### src/rtl/core/assert_macros.svh
// Shared assertion forms for the lexer RTL.
`ifndef ASSERT_MACROS_SVH
`define ASSERT_MACROS_SVH

// Check a property on every clock edge outside reset.
`define ASSERT_RST(label, clk, rst_n, prop, msg) \
    label: assert property (@(posedge clk) disable iff (!rst_n) (prop)) else $error(msg);

// Check a property on every clock edge, reset included.
`define ASSERT_ALL(label, clk, prop, msg) \
    label: assert property (@(posedge clk) (prop)) else $error(msg);

`endif

### src/rtl/core/plx_pkg.sv
package plx_pkg;

    localparam logic [1:0] RK_TOKEN = 2'd0;
    localparam logic [1:0] RK_SBYTE = 2'd1;
    localparam logic [1:0] RK_DIAG  = 2'd2;

    localparam logic [1:0] DG_NONE    = 2'd0;
    localparam logic [1:0] DG_ILLEGAL = 2'd1;
    localparam logic [1:0] DG_UNTERM  = 2'd2;
    localparam logic [1:0] DG_ESCAPE  = 2'd3;

    localparam logic [4:0] TK_IDENT       = 5'd9;
    localparam logic [4:0] TK_INT         = 5'd10;
    localparam logic [4:0] TK_STRING      = 5'd11;
    localparam logic [4:0] TK_LPAREN      = 5'd12;
    localparam logic [4:0] TK_RPAREN      = 5'd13;
    localparam logic [4:0] TK_LBRACE      = 5'd14;
    localparam logic [4:0] TK_RBRACE      = 5'd15;
    localparam logic [4:0] TK_DOT         = 5'd16;
    localparam logic [4:0] TK_COMMA       = 5'd17;
    localparam logic [4:0] TK_SEMI        = 5'd18;
    localparam logic [4:0] TK_PLUS        = 5'd19;
    localparam logic [4:0] TK_MINUS       = 5'd20;
    localparam logic [4:0] TK_STAR        = 5'd21;
    localparam logic [4:0] TK_SLASH       = 5'd22;
    localparam logic [4:0] TK_COLON       = 5'd23;
    localparam logic [4:0] TK_COLON_EQUAL = 5'd24;
    localparam logic [4:0] TK_EOF         = 5'd25;

    localparam int NUM_KW = 9;

    localparam logic [7:0] KW_TEXT [NUM_KW][9] = '{
        '{"p", "r", "o", "g", "r", "a", "m", 8'h00, 8'h00},
        '{"p", "r", "o", "c", "e", "d", "u", "r", "e"},
        '{"b", "e", "g", "i", "n", 8'h00, 8'h00, 8'h00, 8'h00},
        '{"e", "n", "d", 8'h00, 8'h00, 8'h00, 8'h00, 8'h00, 8'h00},
        '{"v", "a", "r", 8'h00, 8'h00, 8'h00, 8'h00, 8'h00, 8'h00},
        '{"c", "o", "n", "s", "t", 8'h00, 8'h00, 8'h00, 8'h00},
        '{"i", "f", 8'h00, 8'h00, 8'h00, 8'h00, 8'h00, 8'h00, 8'h00},
        '{"e", "l", "s", "e", 8'h00, 8'h00, 8'h00, 8'h00, 8'h00},
        '{"t", "h", "e", "n", 8'h00, 8'h00, 8'h00, 8'h00, 8'h00}
    };

    localparam logic [3:0] KW_LEN [NUM_KW] = '{
        4'd7, 4'd9, 4'd5, 4'd3, 4'd3, 4'd5, 4'd2, 4'd4, 4'd4
    };

    typedef struct packed {
        logic        last;
        logic [1:0]  diag;
        logic [7:0]  sbyte;
        logic [23:0] len;
        logic [23:0] start;
        logic [4:0]  tk;
        logic [1:0]  kind;
    } t_result;

    function automatic logic [NUM_KW-1:0] f_kw_feed(input logic [NUM_KW-1:0] kw,
                                                    input logic [3:0] wlen,
                                                    input logic [7:0] c);
        logic [NUM_KW-1:0] keep;
        for (int k = 0; k < NUM_KW; k++) begin
            keep[k] = kw[k] && (wlen < KW_LEN[k]) && (KW_TEXT[k][wlen] == c);
        end
        return keep;
    endfunction

endpackage

### src/rtl/core/plx_scan.sv
module plx_scan #(
    parameter int POSITION_BITS = 24
) (
    input  logic              i_clk,
    input  logic              i_rst_n,
    input  logic              i_go,
    input  logic              i_cmd,
    input  logic [7:0]        i_byte,
    output logic [1:0]        o_count,
    output plx_pkg::t_result  o_res0,
    output plx_pkg::t_result  o_res1
);

    localparam int PB  = POSITION_BITS;
    localparam int EXT = (PB + 1 > 24) ? PB + 1 : 24;

    localparam logic [3:0] M_IDLE       = 4'd0;
    localparam logic [3:0] M_IDENT      = 4'd1;
    localparam logic [3:0] M_NUMBER     = 4'd2;
    localparam logic [3:0] M_COLON      = 4'd3;
    localparam logic [3:0] M_SLASH      = 4'd4;
    localparam logic [3:0] M_LINE       = 4'd5;
    localparam logic [3:0] M_BLOCK      = 4'd6;
    localparam logic [3:0] M_BLOCK_STAR = 4'd7;
    localparam logic [3:0] M_STRING     = 4'd8;
    localparam logic [3:0] M_STRING_ESC = 4'd9;

    logic [3:0]    r_mode,  n_mode;
    logic [PB-1:0] r_start, n_start;
    logic [PB-1:0] r_pos,   n_pos;
    logic [8:0]    r_kw,    n_kw;
    logic [3:0]    r_wlen,  n_wlen;

    function automatic logic [23:0] f_pos24(input logic [PB:0] v);
        logic [EXT-1:0] w;
        w = EXT'(v);
        return w[23:0];
    endfunction

    function automatic plx_pkg::t_result f_token(input logic [4:0] tk,
                                                 input logic [23:0] st,
                                                 input logic [23:0] len);
        plx_pkg::t_result r;
        r.kind  = plx_pkg::RK_TOKEN;
        r.tk    = tk;
        r.start = st;
        r.len   = len;
        r.sbyte = 8'd0;
        r.diag  = plx_pkg::DG_NONE;
        r.last  = 1'b0;
        return r;
    endfunction

    function automatic plx_pkg::t_result f_sbyte(input logic [23:0] st, input logic [7:0] b);
        plx_pkg::t_result r;
        r.kind  = plx_pkg::RK_SBYTE;
        r.tk    = plx_pkg::TK_STRING;
        r.start = st;
        r.len   = 24'd0;
        r.sbyte = b;
        r.diag  = plx_pkg::DG_NONE;
        r.last  = 1'b0;
        return r;
    endfunction

    function automatic plx_pkg::t_result f_diag(input logic [23:0] st, input logic [1:0] d);
        plx_pkg::t_result r;
        r.kind  = plx_pkg::RK_DIAG;
        r.tk    = 5'd0;
        r.start = st;
        r.len   = 24'd0;
        r.sbyte = 8'd0;
        r.diag  = d;
        r.last  = 1'b0;
        return r;
    endfunction

    logic             w_alpha, w_digit;
    logic [23:0]      w_pos24, w_start24;
    logic [4:0]       w_flush_tk;
    plx_pkg::t_result w_flush;
    logic             w_ib_has;
    plx_pkg::t_result w_ib_res;
    logic [3:0]       w_ib_mode;
    logic [8:0]       w_ib_kw;
    logic [3:0]       w_ib_wlen;
    logic [4:0]       w_punct_tk;
    logic             w_punct;

    assign w_alpha   = i_byte inside {["a":"z"], ["A":"Z"], "_"};
    assign w_digit   = i_byte inside {["0":"9"]};
    assign w_pos24   = f_pos24({1'b0, r_pos});
    assign w_start24 = f_pos24({1'b0, r_start});

    always_comb begin
        w_flush_tk = plx_pkg::TK_IDENT;
        case (r_mode)
            M_IDENT: begin
                for (int k = 0; k < plx_pkg::NUM_KW; k++) begin
                    if (r_kw[k] && plx_pkg::KW_LEN[k] == r_wlen) begin
                        w_flush_tk = 5'(k);
                    end
                end
            end
            M_NUMBER: w_flush_tk = plx_pkg::TK_INT;
            M_COLON:  w_flush_tk = plx_pkg::TK_COLON;
            default:  w_flush_tk = plx_pkg::TK_SLASH;
        endcase
        w_flush = f_token(w_flush_tk, w_start24, f_pos24({1'b0, r_pos} - {1'b0, r_start}));
    end

    always_comb begin
        w_punct    = 1'b1;
        w_punct_tk = plx_pkg::TK_LPAREN;
        case (i_byte)
            "(":     w_punct_tk = plx_pkg::TK_LPAREN;
            ")":     w_punct_tk = plx_pkg::TK_RPAREN;
            "{":     w_punct_tk = plx_pkg::TK_LBRACE;
            "}":     w_punct_tk = plx_pkg::TK_RBRACE;
            ".":     w_punct_tk = plx_pkg::TK_DOT;
            ",":     w_punct_tk = plx_pkg::TK_COMMA;
            ";":     w_punct_tk = plx_pkg::TK_SEMI;
            "+":     w_punct_tk = plx_pkg::TK_PLUS;
            "-":     w_punct_tk = plx_pkg::TK_MINUS;
            "*":     w_punct_tk = plx_pkg::TK_STAR;
            default: w_punct    = 1'b0;
        endcase
    end

    always_comb begin
        w_ib_has  = 1'b0;
        w_ib_res  = f_token(w_punct_tk, w_pos24, 24'd1);
        w_ib_mode = M_IDLE;
        w_ib_kw   = r_kw;
        w_ib_wlen = r_wlen;
        if (w_punct) begin
            w_ib_has = 1'b1;
        end else if (i_byte == ":") begin
            w_ib_mode = M_COLON;
        end else if (i_byte == "/") begin
            w_ib_mode = M_SLASH;
        end else if (i_byte == "\"") begin
            w_ib_mode = M_STRING;
        end else if (i_byte inside {" ", 8'h09, 8'h0D, 8'h0A}) begin
            w_ib_mode = M_IDLE;
        end else if (w_alpha) begin
            w_ib_mode = M_IDENT;
            w_ib_kw   = plx_pkg::f_kw_feed(9'h1FF, 4'd0, i_byte);
            w_ib_wlen = 4'd1;
        end else if (w_digit) begin
            w_ib_mode = M_NUMBER;
        end else begin
            w_ib_has = 1'b1;
            w_ib_res = f_diag(w_pos24, plx_pkg::DG_ILLEGAL);
        end
    end

    always_comb begin
        logic take_flush;
        logic take_idle;
        take_flush = 1'b0;
        take_idle  = 1'b0;
        n_mode     = r_mode;
        n_start    = r_start;
        n_kw       = r_kw;
        n_wlen     = r_wlen;
        n_pos      = (r_pos == {PB{1'b1}}) ? r_pos : r_pos + 1'b1;
        o_count    = 2'd0;
        o_res0     = w_flush;
        o_res1     = w_ib_res;
        if (i_cmd) begin
            o_res1 = f_token(plx_pkg::TK_EOF,
                             (r_pos == '0) ? 24'd0 : f_pos24({1'b0, r_pos - 1'b1}), 24'd0);
            if (r_mode inside {M_IDENT, M_NUMBER, M_COLON, M_SLASH}) begin
                o_count = 2'd2;
            end else if (r_mode inside {M_STRING, M_STRING_ESC}) begin
                o_res0  = f_diag(w_start24, plx_pkg::DG_UNTERM);
                o_count = 2'd2;
            end else begin
                o_res0  = o_res1;
                o_count = 2'd1;
            end
            n_mode  = M_IDLE;
            n_start = '0;
            n_pos   = '0;
            n_kw    = 9'h1FF;
            n_wlen  = 4'd0;
        end else begin
            case (r_mode)
                M_IDENT: begin
                    if (w_alpha || w_digit) begin
                        n_kw   = plx_pkg::f_kw_feed(r_kw, r_wlen, i_byte);
                        n_wlen = (r_wlen == 4'd15) ? r_wlen : r_wlen + 4'd1;
                    end else begin
                        take_flush = 1'b1;
                    end
                end
                M_NUMBER: take_flush = !w_digit;
                M_COLON: begin
                    if (i_byte == "=") begin
                        o_res0  = f_token(plx_pkg::TK_COLON_EQUAL, w_start24,
                                          f_pos24({1'b0, r_pos} + 1'b1 - {1'b0, r_start}));
                        o_count = 2'd1;
                        n_mode  = M_IDLE;
                    end else begin
                        take_flush = 1'b1;
                    end
                end
                M_SLASH: begin
                    if (i_byte == "/") begin
                        n_mode = M_LINE;
                    end else if (i_byte == "*") begin
                        n_mode = M_BLOCK;
                    end else begin
                        take_flush = 1'b1;
                    end
                end
                M_LINE: begin
                    if (i_byte == 8'h0A) begin
                        n_mode = M_IDLE;
                    end
                end
                M_BLOCK: begin
                    if (i_byte == "*") begin
                        n_mode = M_BLOCK_STAR;
                    end
                end
                M_BLOCK_STAR: begin
                    if (i_byte == "/") begin
                        n_mode = M_IDLE;
                    end else if (i_byte != "*") begin
                        n_mode = M_BLOCK;
                    end
                end
                M_STRING: begin
                    if (i_byte == "\"") begin
                        o_res0  = f_token(plx_pkg::TK_STRING, w_start24,
                                          f_pos24({1'b0, r_pos} + 1'b1 - {1'b0, r_start}));
                        o_count = 2'd1;
                        n_mode  = M_IDLE;
                    end else if (i_byte == "\\") begin
                        n_mode = M_STRING_ESC;
                    end else begin
                        o_res0  = f_sbyte(w_start24, i_byte);
                        o_count = 2'd1;
                    end
                end
                M_STRING_ESC: begin
                    if (i_byte == "\\" || i_byte == "\"") begin
                        o_res0 = f_sbyte(w_start24, i_byte);
                    end else if (i_byte == "n") begin
                        o_res0 = f_sbyte(w_start24, 8'h0A);
                    end else begin
                        o_res0 = f_diag(w_start24, plx_pkg::DG_ESCAPE);
                    end
                    o_count = 2'd1;
                    n_mode  = M_STRING;
                end
                default: take_idle = 1'b1;
            endcase
            // close the pending token, then rescan this byte from idle
            if (take_flush) begin
                o_res0  = w_flush;
                o_res1  = w_ib_res;
                o_count = w_ib_has ? 2'd2 : 2'd1;
            end
            if (take_idle) begin
                o_res0  = w_ib_res;
                o_count = {1'b0, w_ib_has};
            end
            if (take_flush || take_idle) begin
                n_mode  = w_ib_mode;
                n_start = r_pos;
                n_kw    = w_ib_kw;
                n_wlen  = w_ib_wlen;
            end
        end
        if (o_count == 2'd2) begin
            o_res1.last = 1'b1;
        end else begin
            o_res0.last = 1'b1;
        end
    end

    always_ff @(posedge i_clk) begin
        if (!i_rst_n) begin
            r_mode  <= M_IDLE;
            r_start <= '0;
            r_pos   <= '0;
            r_kw    <= 9'h1FF;
            r_wlen  <= 4'd0;
        end else if (i_go) begin
            r_mode  <= n_mode;
            r_start <= n_start;
            r_pos   <= n_pos;
            r_kw    <= n_kw;
            r_wlen  <= n_wlen;
        end
    end

endmodule

### src/rtl/core/pascal_subset_lexer_top.sv
// Channel  Dir  Handshake                      Payload
// input    in   s_axis_tvalid / s_axis_tready  tdata: source byte; tuser: end-of-input
// output   out  m_axis_tvalid / m_axis_tready  tdata: token fields; tuser: result kind;
//                                              tlast: last result of one request
//
// One request a cycle while s_axis_tready is high; it waits in the input register, then the
// scan logic writes its zero, one or two results into a four-entry result queue.
// The queue drains one result a cycle while m_axis_tready is high.
// Synchronous reset clears the scan state, input valid flag, queue pointers and count.
// s_axis_tready drops while a request is held and the queue has fewer than two free
// entries, so the input waits for two free entries whatever results a request gives.
`include "assert_macros.svh"

module pascal_subset_lexer_top #(
    parameter int POSITION_BITS = 24
) (
    input  logic        i_clk,
    input  logic        i_rst_n,
    input  logic        s_axis_tvalid,
    output logic        s_axis_tready,
    input  logic [7:0]  s_axis_tdata,   // [7:0] source_byte
    input  logic        s_axis_tuser,   // [0] command
    output logic        m_axis_tvalid,
    input  logic        m_axis_tready,
    // [4:0] token_kind, [28:5] start_position, [52:29] token_length,
    // [60:53] string_byte, [62:61] diagnostic, [63] zero
    output logic [63:0] m_axis_tdata,
    output logic [1:0]  m_axis_tuser,   // [1:0] result_kind
    output logic        m_axis_tlast
);

    localparam int QDEPTH = 4;
    localparam int QAW    = $clog2(QDEPTH);

    logic             r_in_valid, n_in_valid;
    logic             r_in_cmd;
    logic [7:0]       r_in_byte;
    logic             w_in_acc;
    logic             w_go;
    logic             w_pop;
    logic [1:0]       w_n;
    logic [1:0]       w_push;
    plx_pkg::t_result w_res0, w_res1, w_head;

    plx_pkg::t_result r_q [QDEPTH];
    logic [QAW-1:0]   r_wr, r_rd;
    logic [QAW:0]     r_count, n_count;

    assign w_go          = r_in_valid && (r_count <= (QAW+1)'(QDEPTH - 2));
    assign s_axis_tready = !r_in_valid || w_go;
    assign w_in_acc      = s_axis_tvalid && s_axis_tready;
    assign n_in_valid    = w_in_acc ? 1'b1 : (w_go ? 1'b0 : r_in_valid);

    always_ff @(posedge i_clk) begin
        if (!i_rst_n) begin
            r_in_valid <= 1'b0;
        end else begin
            r_in_valid <= n_in_valid;
        end
    end

    always_ff @(posedge i_clk) begin
        if (w_in_acc) begin
            r_in_cmd  <= s_axis_tuser;
            r_in_byte <= s_axis_tdata;
        end
    end

    plx_scan #(
        .POSITION_BITS(POSITION_BITS)
    ) u_scan (
        .i_clk   (i_clk),
        .i_rst_n (i_rst_n),
        .i_go    (w_go),
        .i_cmd   (r_in_cmd),
        .i_byte  (r_in_byte),
        .o_count (w_n),
        .o_res0  (w_res0),
        .o_res1  (w_res1)
    );

    assign w_push  = w_go ? w_n : 2'd0;
    assign w_pop   = m_axis_tvalid && m_axis_tready;
    assign n_count = r_count + (QAW+1)'(w_push) - (QAW+1)'(w_pop);

    always_ff @(posedge i_clk) begin
        if (w_push != 2'd0) begin
            r_q[r_wr] <= w_res0;
        end
        if (w_push == 2'd2) begin
            r_q[r_wr + 1'b1] <= w_res1;
        end
    end

    always_ff @(posedge i_clk) begin
        if (!i_rst_n) begin
            r_wr    <= '0;
            r_rd    <= '0;
            r_count <= '0;
        end else begin
            r_wr    <= r_wr + QAW'(w_push);
            r_rd    <= r_rd + QAW'(w_pop);
            r_count <= n_count;
        end
    end

    assign w_head        = r_q[r_rd];
    assign m_axis_tvalid = (r_count != '0);
    assign m_axis_tdata  = {1'b0, w_head.diag, w_head.sbyte, w_head.len,
                            w_head.start, w_head.tk};
    assign m_axis_tuser  = w_head.kind;
    assign m_axis_tlast  = w_head.last;

    `ASSERT_RST(a_queue_bound, i_clk, i_rst_n, r_count <= (QAW+1)'(QDEPTH), "result queue overflow")
    `ASSERT_RST(a_last_order, i_clk, i_rst_n, (w_go && w_n == 2'd2) |-> (!w_res0.last && w_res1.last), "tlast on wrong result")
    `ASSERT_RST(a_eof_emits, i_clk, i_rst_n, (w_go && r_in_cmd) |-> (w_n != 2'd0), "end of input gave no result")
    `ASSERT_RST(a_drain_step, i_clk, i_rst_n, (!w_go && w_pop) |=> (r_count == $past(r_count) - 1'b1), "queue count lost a pop")

endmodule
### config.mk
export PLATFORM = sky130hd
export DESIGN_NAME = pascal_subset_lexer_top
export DESIGN_NICKNAME = d
export VERILOG_FILES = /design/src/rtl/core/plx_pkg.sv /design/src/rtl/core/plx_scan.sv /design/src/rtl/core/pascal_subset_lexer_top.sv
export VERILOG_INCLUDE_DIRS = /design/src /design/src/rtl/core
export SDC_FILE = /design/constraint.sdc
export NUM_CORES = 1
export LEC_CHECK = 0
export BUFFER_PORTS_ARGS = -buffer_cell sky130_fd_sc_hd__clkbuf_2
export CORE_MARGIN = 4
export CORE_UTILIZATION = 57
export CTS_CLUSTER_DIAMETER = 150
export DETAILED_ROUTE_END_ITERATION = 12
export PLACE_DENSITY_LB_ADDON = 0.05
export SETUP_SLACK_MARGIN = 0.15
export SLEW_MARGIN = 25
export SYNTH_ARGS = -nofsm -noshare
export SYNTH_HDL_FRONTEND = slang
export SYNTH_HIERARCHICAL = 1
export SYNTH_SLANG_ARGS = --single-unit
### constraint.sdc
create_clock -name i_clk -period 6.91 [get_ports i_clk]
set_input_delay 0.3455 -clock i_clk [delete_from_list [all_inputs] [get_ports i_clk]]
set_output_delay 0.3455 -clock i_clk [all_outputs]
set_load 0.1 [all_outputs]
==> results.txt <==
Status: completed
Final Max Slew Viols: 0
Worst Setup SP: r_in_byte[2]$_DFFE_PP_
Post-Synth Simple-Gate Area: 11.2%
Synth Cell Area: 23600 µm²
Critical path class: reg -> reg
Diode count: 0
Min-delay worst type: in -> reg
Die height: 211 µm
CTS clk-pin slew, worst paths: 0.06 ns
Routed Antenna Nets: 0
Max cap viols: 0
R2R Setup Slk: 2.00 ns
# resized after CTS: 0
Commonest non-fill, non-tap cell in the layout: edfxtp_1
Final setup viols: 0
CTS Buffer Depth: 3
Most frequent cells in the layout: edfxtp_1 (273), nand2_1 (134), nor2_1 (117)
Multiplexer share of the synthesized area: 20.7%
Synthesized instance count: 2086
Worst r2r src: r_in_byte[2]$_DFFE_PP_
EDFF count, synth: 273
Number of global-route vias before repair: 16877
Worst EP required: 7.23 ns
Async SR Flop Fraction: 0%
Gr usage total: 28.1%
CP endpoint kind: flip-flop
Max H-tree Level: 2
Crit start category: flip-flop
Main flop type after synthesis: edfxtp_1
Period utilisation layout: 71.1%
Max VDD drop: 0.475 mV
RSZ-0062 raised after global routing: no
Headroom to the max-slew limit: 33.2%
Post-DP HPWL: 43200 µm
Post-synthesis sequential area ratio: 41.0%
PD cells: 282 nW/µm²
CTS root buf: clkbuf_16
Fin. Hold Viols: 0
Syn avg cell area: 11.3 µm²
Largest family of logic cells by synthesized area: multiplexers
Iter 0 DRT Violations: 1537
Layout cells sized above 1: 23.2%
Vias: 16964
Fin area: 25500 µm²
Placed Area: 24100 µm²
Site Rows: 74
Avg WL per Cell: 23.6 µm
Critical path arrival: 5.24 ns
Tmin final: 4.91 ns
TritonCTS Buffers: 40
Yosys warnings: 6
Synth Area in Adders: 5.50%
Ports: 82
Initial Util: 57.7%
Initial antenna violation count: 0
Max FO, Critical Path: 22
Die width: 211 µm
Synth unique cells: 98
Layout Nets: 2219
CTS tree: built
Synth Area in XOR/XNOR: 4.20%
Leakage: 9.66 nW
Setup tns final: 0 ns
Die area: 44600 µm²
Slew @ Worst Pin: 1.00 ns
Inst Count DP: 2598
Sink Count: 346
HP Start: s_axis_tvalid
Drt via density: 6.33
GRT overflow: 0
Post-Route WL: 63200 µm
Port-buffer cells: 80
Largest net degree at the start of global routing: 67
Highest clock rate: 0.204 GHz
DRC Markers: 0
Seq cells post-synth: 346
Gpl congestion: 0.919
Initial DRT Pass Iterations: 6
Clock Latency Late Sink: 0.58 ns
# Post-CTS Setup Buffers: 0
Worst clock skew: 0.0186 ns
Core area: 40800 µm²
First-pass GRT wire length: 98000 µm
Area grow syn2layout: 8.48%
Compound-Gate Fraction of Synth Area: 11.4%
Finished Layout Cells: 2680
-- registers in the layout, summed over array words and instances, names as in the netlist --
signal,cells
r_count,3
u_scan/r_pos,24
r_in_byte,8
r_rd,2
u_scan/r_mode,4
r_in_cmd,1
r_wr,2
r_q,264
r_in_valid,1
u_scan/r_kw,9
u_scan/r_wlen,4
u_scan/r_start,24
-- cell usage after synthesis (all sizes together) (7+ instances only) --
cell type	instances	area share, %
a221oi	10	0.40
ha	66	3.5
mux2	265	14
o211ai	11	0.35
clkbuf	58	0.92
a21oi	81	1.8
nor4	9	0.29
nand4	22	0.58
nand3	64	1.4
fa	23	2.0
a211oi	11	0.37
o22ai	35	0.93
buf	109	3.1
nand2	139	2.3
nor2b	21	0.57
inv	108	1.7
mux4	66	6.3
a21boi	28	0.89
nor2	121	2.0
dfxtp	73	6.2
nand2b	12	0.32
o31ai	17	0.60
and3	16	0.43
o221ai	8	0.32
o21ai	93	2.0
edfxtp	273	35
a21o	19	0.61
a31oi	30	0.80
and2	24	0.64
xor2	29	1.1
a22oi	7	0.22
xnor2	84	3.1
nor3	37	0.83
nor3b	8	0.26
or2	10	0.27
-- cell type report --
class                           count  area [µm²]
Inverter                          111         417
Fill cell                        3330       15300
Tap cell                          532         666
Clock inverter                     20         231
Sequential cell                   346        9670
Clock buffer                       53        1100
Multi-Input combinational cell   1494       12700
Timing Repair Buffer              124         778
-- layer usage --
layer | wire length, µm | GRT usage, % | part of all wire (%) | vias up
met5 | 0 | 0 | 0 | -
met4 | 1890 | 8.45 | 3.0 | 0
met3 | 4060 | 4.69 | 6.4 | 114
met2 | 29800 | 45.3 | 47 | 613
met1 | 27500 | 39.4 | 43 | 8466
li1 | - | - | - | 7771
-- what timing repair did --
item,in CTS,in global routing
hold buffers,9,0
endpoints found under the hold margin,9,0
setup endpoints to repair,0,0
-- worst paths after layout --
kind,endpoint,cells past startpoint
worst min register to register,u_scan/r_start[8]$_SDFFE_PN0P_,2
worst max-delay path,r_q[2][25]$_DFFE_PP_,11
worst max register to register,r_q[2][25]$_DFFE_PP_,11
worst min-delay path,r_in_valid$_SDFFE_PN0P_,3
-- logic make-up (layout without fill, tap and decap cells) --
group           Yosys count  after routing
flops                   346            346
buf+inv                 278            308
fa+ha+maj                90             90
compound gates          404            404
simple gates            518            518
mux                     335            335
xor+xnor                113            113
other cells               2             34
-- per-stage QoR --
step	setup slack (ns)	power (mW)	util (%)	hold WS, ns
2_1_floorplan	-0.723	4.65	-	0.431
3_3_place_gp	2.20	5.06	59.1	0.437
3_5_place_dp	2.13	5.08	59.1	0.450
4_1_cts	2.11	7.24	62.6	0.0000626
5_1_grt	1.84	7.45	62.6	0.0232
6_report	2.00	7.20	62.6	0.0178
-- power breakdown --
group / internal, mW / switching [mW]
clock: 1.25 / 0.912
combinational: 0.643 / 1.91
sequential: 2.37 / 0.116
total: 4.27 / 2.93
-- critical path: stages, from the launching register on --
cell,delay (ns)
edfxtp_1,0.63
buf_4,0.31
nor2_2,0.29
a311oi_2,0.20
a21o_1,0.23
nor3b_1,0.55
nand2_1,0.13
o21ai_0,0.63
and2b_2,0.33
nand4_1,0.48
buf_4,0.46
mux2_1,0.37
Note: power is estimated with default switching activity, not from simulation.
